### config.mk
export PLATFORM = sky130hd
export DESIGN_NAME = waveform_peak_overview_core
export DESIGN_NICKNAME = d
export VERILOG_FILES = /design/src/hdl/wpo_pkg.sv /design/src/hdl/wpo_lane.sv /design/src/hdl/wpo_out_fifo.sv /design/src/hdl/waveform_peak_overview_core.sv
export SDC_FILE = /design/constraint.sdc
export NUM_CORES = 1
export LEC_CHECK = 0
export ABC_AREA = 1
export ABC_CLOCK_PERIOD_IN_PS = 4680
export BUFFER_PORTS_ARGS = -buffer_cell sky130_fd_sc_hd__buf_2
export CELL_PAD_IN_SITES_DETAIL_PLACEMENT = 2
export CELL_PAD_IN_SITES_GLOBAL_PLACEMENT = 2
export CORE_MARGIN = 2
export CORE_UTILIZATION = 35
export DETAILED_ROUTE_END_ITERATION = 10
export GPL_TIMING_DRIVEN = 0
export PLACE_DENSITY = 0.84
export SKIP_LAST_GASP = 1
export SYNTH_ARGS = -nofsm -noshare
export SYNTH_HDL_FRONTEND = slang
export SYNTH_SLANG_ARGS = --single-unit
### constraint.sdc
create_clock -name clk_i -period 4.68 [get_ports clk_i]
set_clock_uncertainty 0.05 [all_clocks]
set_input_delay 0.936 -clock clk_i [delete_from_list [all_inputs] [get_ports clk_i]]
set_output_delay 0.936 -clock clk_i [all_outputs]
set_load 0.01 [all_outputs]
### src/hdl/wpo_pkg.sv
// ----------------------------------------------------------------------------
// wpo_pkg - peak overview shared definitions
// Sizes, full-scale codes and the beat and lane types used by the core.
// ----------------------------------------------------------------------------
package wpo_pkg;

  localparam int unsigned SAMPLE_BITS      = 16;
  localparam int unsigned INDEX_BITS       = 16;
  localparam int unsigned CHUNK_SAMPLES    = 64;
  localparam int unsigned CHUNKS_PER_GROUP = 8;

  localparam int unsigned SIC_W = $clog2(CHUNK_SAMPLES);
  localparam int unsigned CIG_W = $clog2(CHUNKS_PER_GROUP);

  // Result queue depth; must hold two beats above the admit limit
  localparam int unsigned FIFO_DEPTH = 4;
  localparam int unsigned PTR_W      = $clog2(FIFO_DEPTH);
  localparam int unsigned CNT_W      = $clog2(FIFO_DEPTH + 1);

  typedef logic signed [SAMPLE_BITS-1:0] sample_t;
  typedef logic [INDEX_BITS-1:0]         index_t;

  // +1.0 and -1.0 in signed Q1.15
  localparam sample_t SAMPLE_PLUS_ONE  = {1'b0, {(SAMPLE_BITS-1){1'b1}}};
  localparam sample_t SAMPLE_MINUS_ONE = {1'b1, {(SAMPLE_BITS-1){1'b0}}};

  localparam logic LEVEL_CHUNK = 1'b0;
  localparam logic LEVEL_GROUP = 1'b1;

  // Per-frame control shared by all lanes
  typedef struct packed {
    logic accept;
    logic close_chunk;
    logic close_group;
    logic clip_end;
  } wpo_lane_ctrl_t;

  // Folded extremes of one lane, including the current frame
  typedef struct packed {
    sample_t chunk_min;
    sample_t chunk_max;
    sample_t group_min;
    sample_t group_max;
  } wpo_lane_stat_t;

  typedef struct packed {
    logic    level;
    index_t  entry_index;
    sample_t left_min;
    sample_t left_max;
    sample_t right_min;
    sample_t right_max;
    logic    last_of_run;
    logic    end_of_clip;
  } wpo_result_t;

endpackage

### src/hdl/wpo_lane.sv
// ----------------------------------------------------------------------------
// wpo_lane - one channel's min/max tracker
// Folds samples into chunk extremes and closed chunks into group extremes.
// ----------------------------------------------------------------------------
module wpo_lane (
  input  logic                    clk_i,
  input  logic                    rst_ni,
  input  wpo_pkg::sample_t        sample_i,
  input  logic                    track_i,
  input  wpo_pkg::wpo_lane_ctrl_t ctrl_i,
  output wpo_pkg::wpo_lane_stat_t stat_o
);

  wpo_pkg::sample_t chunk_min_q, chunk_min_d;
  wpo_pkg::sample_t chunk_max_q, chunk_max_d;
  wpo_pkg::sample_t group_min_q, group_min_d;
  wpo_pkg::sample_t group_max_q, group_max_d;
  wpo_pkg::sample_t chunk_min_new, chunk_max_new;
  wpo_pkg::sample_t group_min_new, group_max_new;

  // Fold the frame, then the resulting chunk into the group
  always_comb begin
    chunk_min_new = chunk_min_q;
    chunk_max_new = chunk_max_q;
    if (track_i) begin
      if (sample_i < chunk_min_q) chunk_min_new = sample_i;
      if (sample_i > chunk_max_q) chunk_max_new = sample_i;
    end
    group_min_new = (chunk_min_new < group_min_q) ? chunk_min_new : group_min_q;
    group_max_new = (chunk_max_new > group_max_q) ? chunk_max_new : group_max_q;
  end

  always_comb begin
    chunk_min_d = chunk_min_q;
    chunk_max_d = chunk_max_q;
    group_min_d = group_min_q;
    group_max_d = group_max_q;
    if (ctrl_i.accept) begin
      if (ctrl_i.close_chunk) begin
        chunk_min_d = wpo_pkg::SAMPLE_PLUS_ONE;
        chunk_max_d = wpo_pkg::SAMPLE_MINUS_ONE;
        if (ctrl_i.close_group || ctrl_i.clip_end) begin
          group_min_d = wpo_pkg::SAMPLE_PLUS_ONE;
          group_max_d = wpo_pkg::SAMPLE_MINUS_ONE;
        end else begin
          group_min_d = group_min_new;
          group_max_d = group_max_new;
        end
      end else begin
        chunk_min_d = chunk_min_new;
        chunk_max_d = chunk_max_new;
      end
    end
  end

  always_ff @(posedge clk_i or negedge rst_ni) begin
    if (!rst_ni) begin
      chunk_min_q <= wpo_pkg::SAMPLE_PLUS_ONE;
      chunk_max_q <= wpo_pkg::SAMPLE_MINUS_ONE;
      group_min_q <= wpo_pkg::SAMPLE_PLUS_ONE;
      group_max_q <= wpo_pkg::SAMPLE_MINUS_ONE;
    end else begin
      chunk_min_q <= chunk_min_d;
      chunk_max_q <= chunk_max_d;
      group_min_q <= group_min_d;
      group_max_q <= group_max_d;
    end
  end

  assign stat_o.chunk_min = chunk_min_new;
  assign stat_o.chunk_max = chunk_max_new;
  assign stat_o.group_min = group_min_new;
  assign stat_o.group_max = group_max_new;

endmodule

### src/hdl/wpo_out_fifo.sv
// ----------------------------------------------------------------------------
// wpo_out_fifo - result beat queue
// Takes up to two beats per cycle, hands out one per cycle while pop_i is high.
// ----------------------------------------------------------------------------
module wpo_out_fifo (
  input  logic                 clk_i,
  input  logic                 rst_ni,
  input  logic                 push0_i,
  input  logic                 push1_i,
  input  wpo_pkg::wpo_result_t item0_i,
  input  wpo_pkg::wpo_result_t item1_i,
  output logic                 room_o,
  output logic                 valid_o,
  input  logic                 pop_i,
  output wpo_pkg::wpo_result_t item_o
);

  wpo_pkg::wpo_result_t slot_q [wpo_pkg::FIFO_DEPTH];
  logic [wpo_pkg::PTR_W-1:0] wr_ptr_q, wr_ptr_d, rd_ptr_q, rd_ptr_d, wr_ptr_nx;
  logic [wpo_pkg::CNT_W-1:0] count_q, count_d;
  logic                      pop;

  assign pop      = pop_i && valid_o;
  assign wr_ptr_nx = wr_ptr_q + wpo_pkg::PTR_W'(1);

  always_comb begin
    wr_ptr_d = wr_ptr_q;
    if (push0_i) wr_ptr_d = wr_ptr_nx;
    if (push0_i && push1_i) wr_ptr_d = wr_ptr_q + wpo_pkg::PTR_W'(2);
    rd_ptr_d = pop ? rd_ptr_q + wpo_pkg::PTR_W'(1) : rd_ptr_q;
    count_d  = count_q + wpo_pkg::CNT_W'(push0_i) + wpo_pkg::CNT_W'(push0_i && push1_i)
               - wpo_pkg::CNT_W'(pop);
  end

  always_ff @(posedge clk_i or negedge rst_ni) begin
    if (!rst_ni) begin
      wr_ptr_q <= '0;
      rd_ptr_q <= '0;
      count_q  <= '0;
    end else begin
      wr_ptr_q <= wr_ptr_d;
      rd_ptr_q <= rd_ptr_d;
      count_q  <= count_d;
    end
  end

  always_ff @(posedge clk_i) begin
    if (push0_i) slot_q[wr_ptr_q] <= item0_i;
    if (push0_i && push1_i) slot_q[wr_ptr_nx] <= item1_i;
  end

  assign valid_o = (count_q != '0);
  assign room_o  = (count_q <= wpo_pkg::CNT_W'(wpo_pkg::FIFO_DEPTH - 2));
  assign item_o  = slot_q[rd_ptr_q];

endmodule

### src/hdl/waveform_peak_overview_core.sv
// ----------------------------------------------------------------------------
// waveform_peak_overview_core - two-level min/max peak overview
// Per-channel lanes fold frames into chunk and group extremes; a merge stage
// builds chunk and group result beats into a small output queue.
// ----------------------------------------------------------------------------
// Throughput: one frame per cycle while the queue has room; the queue drains
// one beat per cycle while m_axis_tready_i is high. A closing frame pushes its
// beats as it is accepted; one closing a group yields two beats, chunk first;
// the four-entry queue admits a frame only while two entries are free.
// Reset: asynchronous, active low; extremes return to +1.0/-1.0, counters to
// zero, queue empties, stereo_mode returns to 1. No clearing pass.
// ----------------------------------------------------------------------------
module waveform_peak_overview_core (
  input  logic        clk_i,
  input  logic        rst_ni,
  // Configuration: stereo_mode
  input  logic        cfg_wr_en_i,
  input  logic        cfg_wr_data_i,
  // Frame input
  input  logic        s_axis_tvalid_i,
  output logic        s_axis_tready_o,
  input  logic [31:0] s_axis_tdata_i,   // left_sample[15:0], right_sample[31:16]
  input  logic        s_axis_tlast_i,   // clip_end
  // Result output
  output logic        m_axis_tvalid_o,
  input  logic        m_axis_tready_i,
  output logic [79:0] m_axis_tdata_o,   // entry_index, left_min, left_max,
                                        // right_min, right_max (16 bits each)
  output logic        m_axis_tlast_o,   // last_of_run
  output logic [1:0]  m_axis_tuser_o    // level[0], end_of_clip[1]
);

  localparam int unsigned SB = wpo_pkg::SAMPLE_BITS;

  logic                          stereo_q;
  logic [wpo_pkg::SIC_W-1:0]     sample_in_chunk_q, sample_in_chunk_d;
  logic [wpo_pkg::CIG_W-1:0]     chunk_in_group_q, chunk_in_group_d;
  wpo_pkg::index_t               chunk_counter_q, chunk_counter_d;
  wpo_pkg::index_t               group_counter_q, group_counter_d;

  logic                          accept, clip_end, room;
  wpo_pkg::wpo_lane_ctrl_t       ctrl;
  wpo_pkg::wpo_lane_stat_t       left_stat, right_stat;
  wpo_pkg::sample_t              left_sample, right_sample;
  wpo_pkg::wpo_result_t          chunk_res, group_res, out_item;

  assign left_sample  = s_axis_tdata_i[SB-1:0];
  assign right_sample = s_axis_tdata_i[2*SB-1:SB];
  assign clip_end     = s_axis_tlast_i;

  assign s_axis_tready_o = room;
  assign accept          = s_axis_tvalid_i && room;

  // Chunk closes on its last sample or early at clip end; group on its last chunk
  always_comb begin
    ctrl.accept      = accept;
    ctrl.clip_end    = clip_end;
    ctrl.close_chunk = clip_end ||
      (sample_in_chunk_q == wpo_pkg::SIC_W'(wpo_pkg::CHUNK_SAMPLES - 1));
    ctrl.close_group = ctrl.close_chunk &&
      (chunk_in_group_q == wpo_pkg::CIG_W'(wpo_pkg::CHUNKS_PER_GROUP - 1));
  end

  // Advance the position counters; clip end returns everything to zero
  always_comb begin
    sample_in_chunk_d = sample_in_chunk_q;
    chunk_in_group_d  = chunk_in_group_q;
    chunk_counter_d   = chunk_counter_q;
    group_counter_d   = group_counter_q;
    if (accept) begin
      if (clip_end) begin
        sample_in_chunk_d = '0;
        chunk_in_group_d  = '0;
        chunk_counter_d   = '0;
        group_counter_d   = '0;
      end else if (ctrl.close_chunk) begin
        sample_in_chunk_d = '0;
        chunk_counter_d   = chunk_counter_q + wpo_pkg::INDEX_BITS'(1);
        if (ctrl.close_group) begin
          chunk_in_group_d = '0;
          group_counter_d  = group_counter_q + wpo_pkg::INDEX_BITS'(1);
        end else begin
          chunk_in_group_d = chunk_in_group_q + wpo_pkg::CIG_W'(1);
        end
      end else begin
        sample_in_chunk_d = sample_in_chunk_q + wpo_pkg::SIC_W'(1);
      end
    end
  end

  always_ff @(posedge clk_i or negedge rst_ni) begin
    if (!rst_ni) begin
      stereo_q          <= 1'b1;
      sample_in_chunk_q <= '0;
      chunk_in_group_q  <= '0;
      chunk_counter_q   <= '0;
      group_counter_q   <= '0;
    end else begin
      if (cfg_wr_en_i) stereo_q <= cfg_wr_data_i;
      sample_in_chunk_q <= sample_in_chunk_d;
      chunk_in_group_q  <= chunk_in_group_d;
      chunk_counter_q   <= chunk_counter_d;
      group_counter_q   <= group_counter_d;
    end
  end

  // Lanes: left always tracked, right only in stereo
  wpo_lane u_lane_left (
    .clk_i    (clk_i),
    .rst_ni   (rst_ni),
    .sample_i (left_sample),
    .track_i  (1'b1),
    .ctrl_i   (ctrl),
    .stat_o   (left_stat)
  );

  wpo_lane u_lane_right (
    .clk_i    (clk_i),
    .rst_ni   (rst_ni),
    .sample_i (right_sample),
    .track_i  (stereo_q),
    .ctrl_i   (ctrl),
    .stat_o   (right_stat)
  );

  // Merge: combine lane extremes into chunk and group beats; zero right in mono.
  // The group beat, when present, is the last of the frame's run.
  always_comb begin
    chunk_res.level       = wpo_pkg::LEVEL_CHUNK;
    chunk_res.entry_index = chunk_counter_q;
    chunk_res.left_min    = left_stat.chunk_min;
    chunk_res.left_max    = left_stat.chunk_max;
    chunk_res.right_min   = stereo_q ? right_stat.chunk_min : '0;
    chunk_res.right_max   = stereo_q ? right_stat.chunk_max : '0;
    chunk_res.last_of_run = !ctrl.close_group;
    chunk_res.end_of_clip = !ctrl.close_group && clip_end;

    group_res.level       = wpo_pkg::LEVEL_GROUP;
    group_res.entry_index = group_counter_q;
    group_res.left_min    = left_stat.group_min;
    group_res.left_max    = left_stat.group_max;
    group_res.right_min   = stereo_q ? right_stat.group_min : '0;
    group_res.right_max   = stereo_q ? right_stat.group_max : '0;
    group_res.last_of_run = 1'b1;
    group_res.end_of_clip = clip_end;
  end

  wpo_out_fifo u_out_fifo (
    .clk_i   (clk_i),
    .rst_ni  (rst_ni),
    .push0_i (accept && ctrl.close_chunk),
    .push1_i (ctrl.close_group),
    .item0_i (chunk_res),
    .item1_i (group_res),
    .room_o  (room),
    .valid_o (m_axis_tvalid_o),
    .pop_i   (m_axis_tready_i),
    .item_o  (out_item)
  );

  assign m_axis_tdata_o = {out_item.right_max, out_item.right_min, out_item.left_max,
                           out_item.left_min, out_item.entry_index};
  assign m_axis_tlast_o = out_item.last_of_run;
  assign m_axis_tuser_o = {out_item.end_of_clip, out_item.level};

endmodule

Word level (Yosys, flattened, before mapping)
Memory sizes are Yosys's and may differ from the RTL's.
Index checks and enable logic that the tools add are counted.
- eq/ne operators: 2
- add/subtract/negate cells: 10
- mux-type cells: 38
- reduce and logical (&&, ||, !) cells: 16
- order comparisons: 9
- operators with widths (cell ; count):
    16-bit two-way mux ; 27
    16-bit greater-than comparator ; 4
    16-bit less-than comparator ; 4
    16-bit by 1-bit adder with 16-bit output (second input constant) ; 2
    6-bit two-way mux ; 2
    3-bit two-way mux ; 3
    3-bit by 1-bit adder with 3-bit output ; 2
    6-bit by 1-bit adder with 6-bit output (second input constant) ; 1
    6-bit == test (second input constant) ; 1
    1-bit logical AND ; 6
    2-bit nonzero test ; 3
    2-bit by 1-bit adder with 2-bit output (second input constant) ; 2
    1-bit two-way mux ; 4
    2-bit two-way mux ; 2
    2-bit AND reduction ; 2
    3-bit by 1-bit adder with 3-bit output (second input constant) ; 1
    3-bit == test (second input constant) ; 1
    3-bit by 2-bit less-or-equal comparator with 1-bit output (second input constant) ; 1
    3-bit AND reduction ; 1
    3-bit nonzero test ; 1
    3-bit by 1-bit subtractor with 3-bit output ; 1
    2-bit adder (second input constant) ; 1
    1-bit logical OR ; 2
    1-bit logical NOT ; 1
- flip-flop bits (word level): 177
- output and inout port bits: 85
- RAM bits: 332
- input port bits: 39
- memories: 1
- logic and storage cells: 92
- memory list (name ; depth ; bits a word ; read ports ; clocked after memory_dff ; wr ports ; RTL line ; source):
    u_out_fifo.slot_q ; 4 ; 83 ; 1 ; 0 ; 2 ; wpo_out_fifo.sv:18 ; wpo_pkg::wpo_result_t slot_q [wpo_pkg::FIFO_DEPTH];

Depth between registers and ports, before layout
Gate-level depths: netlist of the first run.
- depth in word-level cells: 6
- gate-level depth with buffers: 32

By module
A second synthesis of the first run with hierarchy kept.
- cells, all modules: 3737
- area, all modules: 30665.7 um^2
- modules (own cells, without submodules) (module ; times used ; area each (um^2) ; cells each):
    wpo_out_fifo ; 1 ; 17737.0 ; 1930
    wpo_lane (u_lane_left) ; 1 ; 4989.8 ; 666
    wpo_lane (u_lane_right) ; 1 ; 4908.5 ; 663
    waveform_peak_overview_core ; 1 ; 3030.4 ; 478

Worst setup path after synthesis of the first run
OpenSTA, ideal clock, no wires.
- path kind: input port to flip-flop
- start: in s_axis_tdata_i[3]
- end: mem u_out_fifo.slot_q[0][44] (netlist name), data pin
- library setup time: 277 ps
- data required time: 4353 ps
- path slack: -143 ps
- arrival: 4496 ps
- cell stages on the path: 24
- path through: ha_1 -> a21oi_1 -> a21boi_0 -> o21bai_1 -> a21oi_1 -> nor2_1 -> o41ai_2 -> clkbuf_1 -> o21a_1 -> inv_1 -> ha_1 -> nand2_1 -> inv_1 -> a221oi_1 -> o221ai_1 -> nand2_1 -> o2111ai_1 -> nand2_1 -> nand2_1 -> nor2_1 -> clkbuf_1 -> nand2_1 -> o21ai_0 -> o22ai_1
- RTL lines (item ; RTL line ; source):
    start, declared ; waveform_peak_overview_core.sv:22 ; input logic [31:0] s_axis_tdata_i,
    end, declared ; wpo_out_fifo.sv:18 ;

==> results of run 1 <==
-- repair_timing --
item / 4_1_cts / 5_1_grt
setup buffers: 33 / 68
cloned: 4 / 6
gates resized for setup: 306 / 368
pin swaps: 22 / 71
setup endpoints to repair: 466 / 521
-- final cells by class --
cell class | instances | area share (%)
antenna | 9 | 0.0628
buffer | 183 | 2.88
tap | 1050 | 3.66
sequential | 509 | 40.2
timing repair buffer | 238 | 4.84
clock inverter | 29 | 0.852
inverter | 379 | 4.00
multi-input combinational | 2152 | 38.9
clock buffer | 79 | 4.61
-- critical path: cells and delay by family, from the launching register on --
family	cells	cell delay [ns]
compound gates	10	2.12
simple gates	10	1.35
buf+inv	7	0.85
fa+ha+maj	2	0.51
flops	1	0.35
-- logic make-up after synthesis --
logic type,count (synthesis),synth area share [%]
AND/OR/NAND/NOR,1229,18.7
XOR/XNOR,5,0.156
AO/OA/AOI/OAI,780,16.0
adder cells (fa/ha/maj),137,6.15
flip-flops,509,51.2
buffers and inverters,563,7.77
-- metrics by stage --
step | utilization (%) | setup TNS (ns) | cells | total power, uW
after floorplan | - | 0 | 3223 | 13500
after global placement | 37.9 | -1314.96 | 4396 | 17700
after detailed placement | 38.1 | -469.38 | 4401 | 18300
after CTS | 42.4 | -0.597 | 4546 | 25800
after global routing | 45.2 | -163.96 | 4619 | 32200
final | 45.2 | -148.75 | 4628 | 31800
-- how the worst max path moves through the flow --
stage          cells past startpoint                       end                        start
4_1_cts                           28  u_out_fifo.slot_q[1][16]           s_axis_tdata_i[17]
5_1_grt                           28  u_out_fifo.slot_q[0][12]  u_lane_right.chunk_max_q[1]
2_1_floorplan                     24  u_out_fifo.slot_q[0][39]            s_axis_tdata_i[3]
3_3_place_gp                       8  u_out_fifo.slot_q[3][58]              s_axis_tvalid_i
3_5_place_dp                      23  u_out_fifo.slot_q[3][60]            s_axis_tdata_i[9]
6_report                          29  u_out_fifo.slot_q[3][17]  u_lane_right.chunk_max_q[1]
-- layout by cell type, fill, tap and decap left out, types with 106 or more instances in the layout --
master / instances
buf_2: 132
clkbuf_1: 127
dfrtp_1: 112
edfxtp_1: 324
ha_1: 106
inv_1: 329
nand2_1: 581
nand3_1: 198
nor2_1: 236
o21ai_0: 220
o22ai_1: 279
-- flip-flops by register name (all words and copies together), names as in the netlist --
signal / flops
chunk_counter_q: 16
chunk_in_group_q: 3
group_counter_q: 16
sample_in_chunk_q: 6
stereo_q: 1
u_lane_left.chunk_max_q: 16
u_lane_left.chunk_min_q: 16
u_lane_left.group_max_q: 16
u_lane_left.group_min_q: 16
u_lane_right.chunk_max_q: 16
u_lane_right.chunk_min_q: 16
u_lane_right.group_max_q: 16
u_lane_right.group_min_q: 16
u_out_fifo.count_q: 3
u_out_fifo.rd_ptr_q: 2
u_out_fifo.slot_q: 332
u_out_fifo.wr_ptr_q: 2
-- metal layers --
metal | wire [um] | up-vias | track usage [%]
met5 | 93 | - | 0
met1 | 60400 | 15600 | 39.1
met3 | 17400 | 1068 | 6.37
met2 | 78800 | 2577 | 57.4
met4 | 16600 | 14 | 23.3
li1 | - | 11800 | -
-- where the power goes --
group          internal [uW]  switching (uW)  total [uW]
Sequential              5700             641        6340
Combinational           6530           13700       20200
Clock                   2760            2440        5190
Total                  15000           16800       31800
==> impl_metrics.tcl, run 1 <==
set metrics [dict create \
    critPathCaptureType "register" \
    min_period_ns 5.48 \
    cts-buffers-inserted 57 \
    syn_area_um2 28100 \
    drt_wl_total_um 173000 \
    clk_pin_slew_ns 0.10 \
    setup_viol 515 \
    n_fill_cell 8390 \
    fin_area_um2 35900 \
    dpl-instance-area_um2 30200 \
    syn-num-nets 3399 \
    gp_congestion 0.816 \
    syn_inst 3223 \
    drv_slew 7 \
    start_util_pct 35.5 \
    drive_gt1_share_pct 24.9 \
    routedWlPerCell_um 37.4 \
    synth-seq-cells 509 \
    r2r-start "u_lane_right.chunk_max_q[1]" \
    cp-start-kind "register" \
    pin_count 124 \
    slew_headroom_pct -43.9 \
    yosysSeqAreaShare_pct 51.2 \
    ys_top_cells_by_count "nand2_1 (667), inv_1 (364), o22ai_1 (344)" \
    core.rowCount 103 \
    syn_to_final_growth_pct 27.5 \
    fin_crit_sh_pct 117 \
    ir_worst_vdd_uv 435 \
    ys.flop_type "edfxtp_1" \
    htree_levels 2 \
    fp.dieH_um 287 \
    post-place-ws_ns -1.75 \
    grt_max_degree 105 \
    violations "max-capacitance violations, max-slew violations, negative setup slack" \
    fmax_ghz 0.183 \
    crit_slowest_cell "dfrtp_1" \
    avgViaCountPerCell 6.70 \
    grt_use_total_pct 34.0 \
    ys_warn_count 0 \
    cts_tree "done" \
    finalHoldViolations 0 \
    outcome "complete, but fails checks" \
    portBuffers 123 \
    p_leak_uw 0.0148 \
    drt-pass1-iter-count 5 \
    grt_setup_unrepaired "yes" \
    cts_buffer_depth 3 \
    yosysMostFrequentCell "nand2_1" \
    grt_pass1_vias 31500 \
    synth_area_leaders "edfxtp_1 (35%), dfrtp_1 (10%), nand2_1 (8.9%)" \
    dr_total_vias 31000 \
    clock_sinks 509 \
    nets 3696 \
    drtIter0Drc 3645 \
    async_flop_share_pct 34.8 \
    dp_hpwl_um 82700 \
    path_class "register to register" \
    cp_common_cell "o21ai_4" \
    die_w_um 287 \
    avgSynthCellArea_um2 8.72 \
    p_per_area_nw_per_um2 886 \
    die_area_um2 82600 \
    multiInputGateArea_um2 14000 \
    crit_arrival_ns 5.90 \
    grt_pass1_wl_um 209000 \
    worst_pin_slew_ns 2.14 \
    route.detailed.drc 0 \
    hold_class "primary input to async pin" \
    cts_root_buf "clkbuf_16" \
    register_area_um2 14400 \
    fin_ws_ns -0.796 \
    max_cap_viol_count 1 \
    ctsHoldBuffers 0 \
    required_ns 5.10 \
    insertion_delay_ns 0.72 \
    ys_types 55 \
    slowest_delay_ns 0.35 \
    hold_slack_ns 0.158 \
    timing.rr.end "u_out_fifo.slot_q[3][17]" \
    antenna_left 0 \
    synth.largest_area_cell "edfxtp_1" \
    r2r_cells 29 \
    grt_antenna_before_repair 16 \
    synth_edf_count 324 \
    fp.coreArea_um2 79300 \
    r2r_slack_ns -0.80 \
    crit_fanout 5 \
    synth_top_area_share_pct 34.6 \
    overflow 0 \
]
(Power assumes the default switching activity.)
==> run 2, diff against run 1 <==
--- a/config.mk
+++ b/config.mk
@@ -15,6 +15,7 @@
 export DETAILED_ROUTE_END_ITERATION = 10
 export GPL_TIMING_DRIVEN = 0
 export PLACE_DENSITY = 0.84
+export REMOVE_ABC_BUFFERS = 1
 export SKIP_LAST_GASP = 1
 export SYNTH_ARGS = -nofsm -noshare
 export SYNTH_HDL_FRONTEND = slang
==> impl_metrics.tcl, run 2 (synthesis gave the netlist of run 1 again) <==
set metrics [dict create \
    outcome "complete, but fails checks" \
    violations "negative setup slack" \
    register_area_um2 14400 \
    largest-register "u_out_fifo.slot_q" \
    routedWlPerCell_um 33.5 \
    startpoint "u_lane_right.chunk_max_q[6]" \
    setup_viol 270 \
    drive_gt1_share_pct 26.0 \
    timing.rr.end "u_out_fifo.slot_q[0][15]" \
    portBuffers 123 \
    min_period_ns 5.55 \
    drtIter0Drc 2524 \
    required_ns 5.09 \
    multiInputGateArea_um2 14300 \
    grt_antenna_before_repair 1 \
    path_buf_inv 9 \
    grt_setup_unrepaired "yes" \
    report.power.total_uw 31000 \
    final_common_cell "nand2_1" \
    gp_congestion 0.763 \
    worst_pin_slew_ns 1.19 \
    clk_pin_slew_ns 0.08 \
    antenna_left 0 \
    start_util_pct 35.5 \
    largest_register_ffs 332 \
    pin_count 124 \
    fin_util_pct 45.5 \
    fp.dieH_um 287 \
    die_area_um2 82600 \
    grt_use_total_pct 28.5 \
    path_class "register to register" \
    avgViaCountPerCell 6.36 \
    core.rowCount 103 \
    p_leak_uw 0.0150 \
    insertion_delay_ns 0.67 \
    crit_arrival_ns 5.97 \
    r2r_cells 30 \
    slowest_delay_ns 0.48 \
    route.detailed.drc 0 \
    cts-buffers-inserted 59 \
    fin_ws_ns -0.872 \
    p_per_area_nw_per_um2 860 \
    finalHoldViolations 0 \
    r2r_slack_ns -0.87 \
    htree_levels 2 \
    slew_headroom_pct 20.5 \
    max_cap_viol_count 0 \
    cts_root_buf "clkbuf_16" \
    grt_max_degree 102 \
    grt_pass1_wl_um 181000 \
    final_cell_mix "nand2_1 (582), inv_1 (333), edfxtp_1 (324)" \
    crit_slowest_cell "dfrtp_1" \
    critPathCaptureType "register" \
    n_fill_cell 8263 \
    fin_crit_sh_pct 119 \
    drt-pass1-iter-count 5 \
    ir_worst_vdd_uv 462 \
    ctsHoldBuffers 0 \
    crit_fanout 6 \
    hold_class "primary input to async pin" \
    critPathTopFamily "compound AO/OA/AOI/OAI gates" \
    clock_sinks 509 \
    dr_total_vias 28600 \
    nets 3566 \
    drt_wl_total_um 150000 \
    cts_buffer_depth 3 \
    overflow 0 \
    syn_to_final_growth_pct 28.2 \
    cp-start-kind "register" \
    drv_slew 0 \
    cts_tree "done" \
    fmax_ghz 0.180 \
    grt_pass1_vias 29200 \
    die_w_um 287 \
    dp_hpwl_um 67100 \
    fp.coreArea_um2 79300 \
    r2r-start "u_lane_right.chunk_max_q[6]" \
]
==> run 2: cell count changes in the layout (fill, tap and decap cells not counted), moves of 12 or more <==
cell and delta:
inv_2 -18, buf_1 -12, clkbuf_2 -15, o22ai_2 +24
clkbuf_1 -116, nand2_2 -36, buf_2 -14, nand2_4 +33
o22ai_4 -14
==> run 2: final cells by class <==
type	count	area share, %
Clock inverter	38	1.06
Clock buffer	74	4.36
Antenna cell	1	0.00694
Tap cell	1050	3.65
Multi-Input combinational cell	2161	39.7
Timing Repair Buffer	279	7.06
Inverter	379	4.16
Timing Repair inverter	1	0.0208
Sequential cell	509	40.0
==> run 2: per-layer routing <==
layer,up-vias,track usage (%),part of all wire (%)
met2,1676,51.7,50
met1,14700,33.7,36
met3,713,3.21,6.7
li1,11500,-,-
met5,-,0,0.0073
met4,2,13.0,8.0
==> run 2: worst max path at each step <==
| stage | endpoint | slack, ns | cells after the start |
|---|---|---|---|
| global placement | u_out_fifo.slot_q[3][23] | -11.39 | 10 |
| CTS | u_out_fifo.slot_q[0][39] | -0.009 | 24 |
| finish | u_out_fifo.slot_q[0][15] | -0.87 | 30 |
| floorplan | u_out_fifo.slot_q[3][0] | -2.76 | 6 |
| detailed placement | u_out_fifo.slot_q[0][12] | -2.78 | 23 |
| global route | u_out_fifo.slot_q[0][15] | -1.09 | 31 |
==> run 2: worst register-to-register path: cells and delay by family, from the launching register on <==
| family | cells | cell delay (ns) |
|---|---|---|
| flip-flops | 1 | 0.48 |
| AO/OA/AOI/OAI | 7 | 1.49 |
| adder cells (fa/ha/maj) | 2 | 0.65 |
| buffers and inverters | 9 | 1.26 |
| AND/OR/NAND/NOR | 12 | 1.41 |
==> run 2: timing repair <==
action | CTS | global route
endpoints found under the setup margin | 694 | 320
pin swaps | 25 | 78
cloned | 6 | 12
setup buffers | 37 | 85
gates resized for setup | 247 | 404
==> run 2: where the power goes <==
group / internal (uW) / total, uW / switching [uW]
Combinational: 6860 / 19500 / 12600
Sequential: 5700 / 6420 / 724
Clock: 2730 / 5080 / 2350
Total: 15300 / 31000 / 15700
==> run 2: through the flow <==
step	area [um2]	setup TNS, ns	hold WS, ns	std cells	worst slack (ns)
after global placement	29300	-6650.54	0.385	4212	-11.39
after CTS	33300	-0.00891	0.115	4393	-0.00891
final	36000	-100.47	0.127	4492	-0.872
after floorplan	27300	-1208.67	0.371	3039	-2.76
after global routing	36000	-136.32	0.131	4491	-1.09
after detailed placement	30000	-793.26	0.393	4238	-2.78
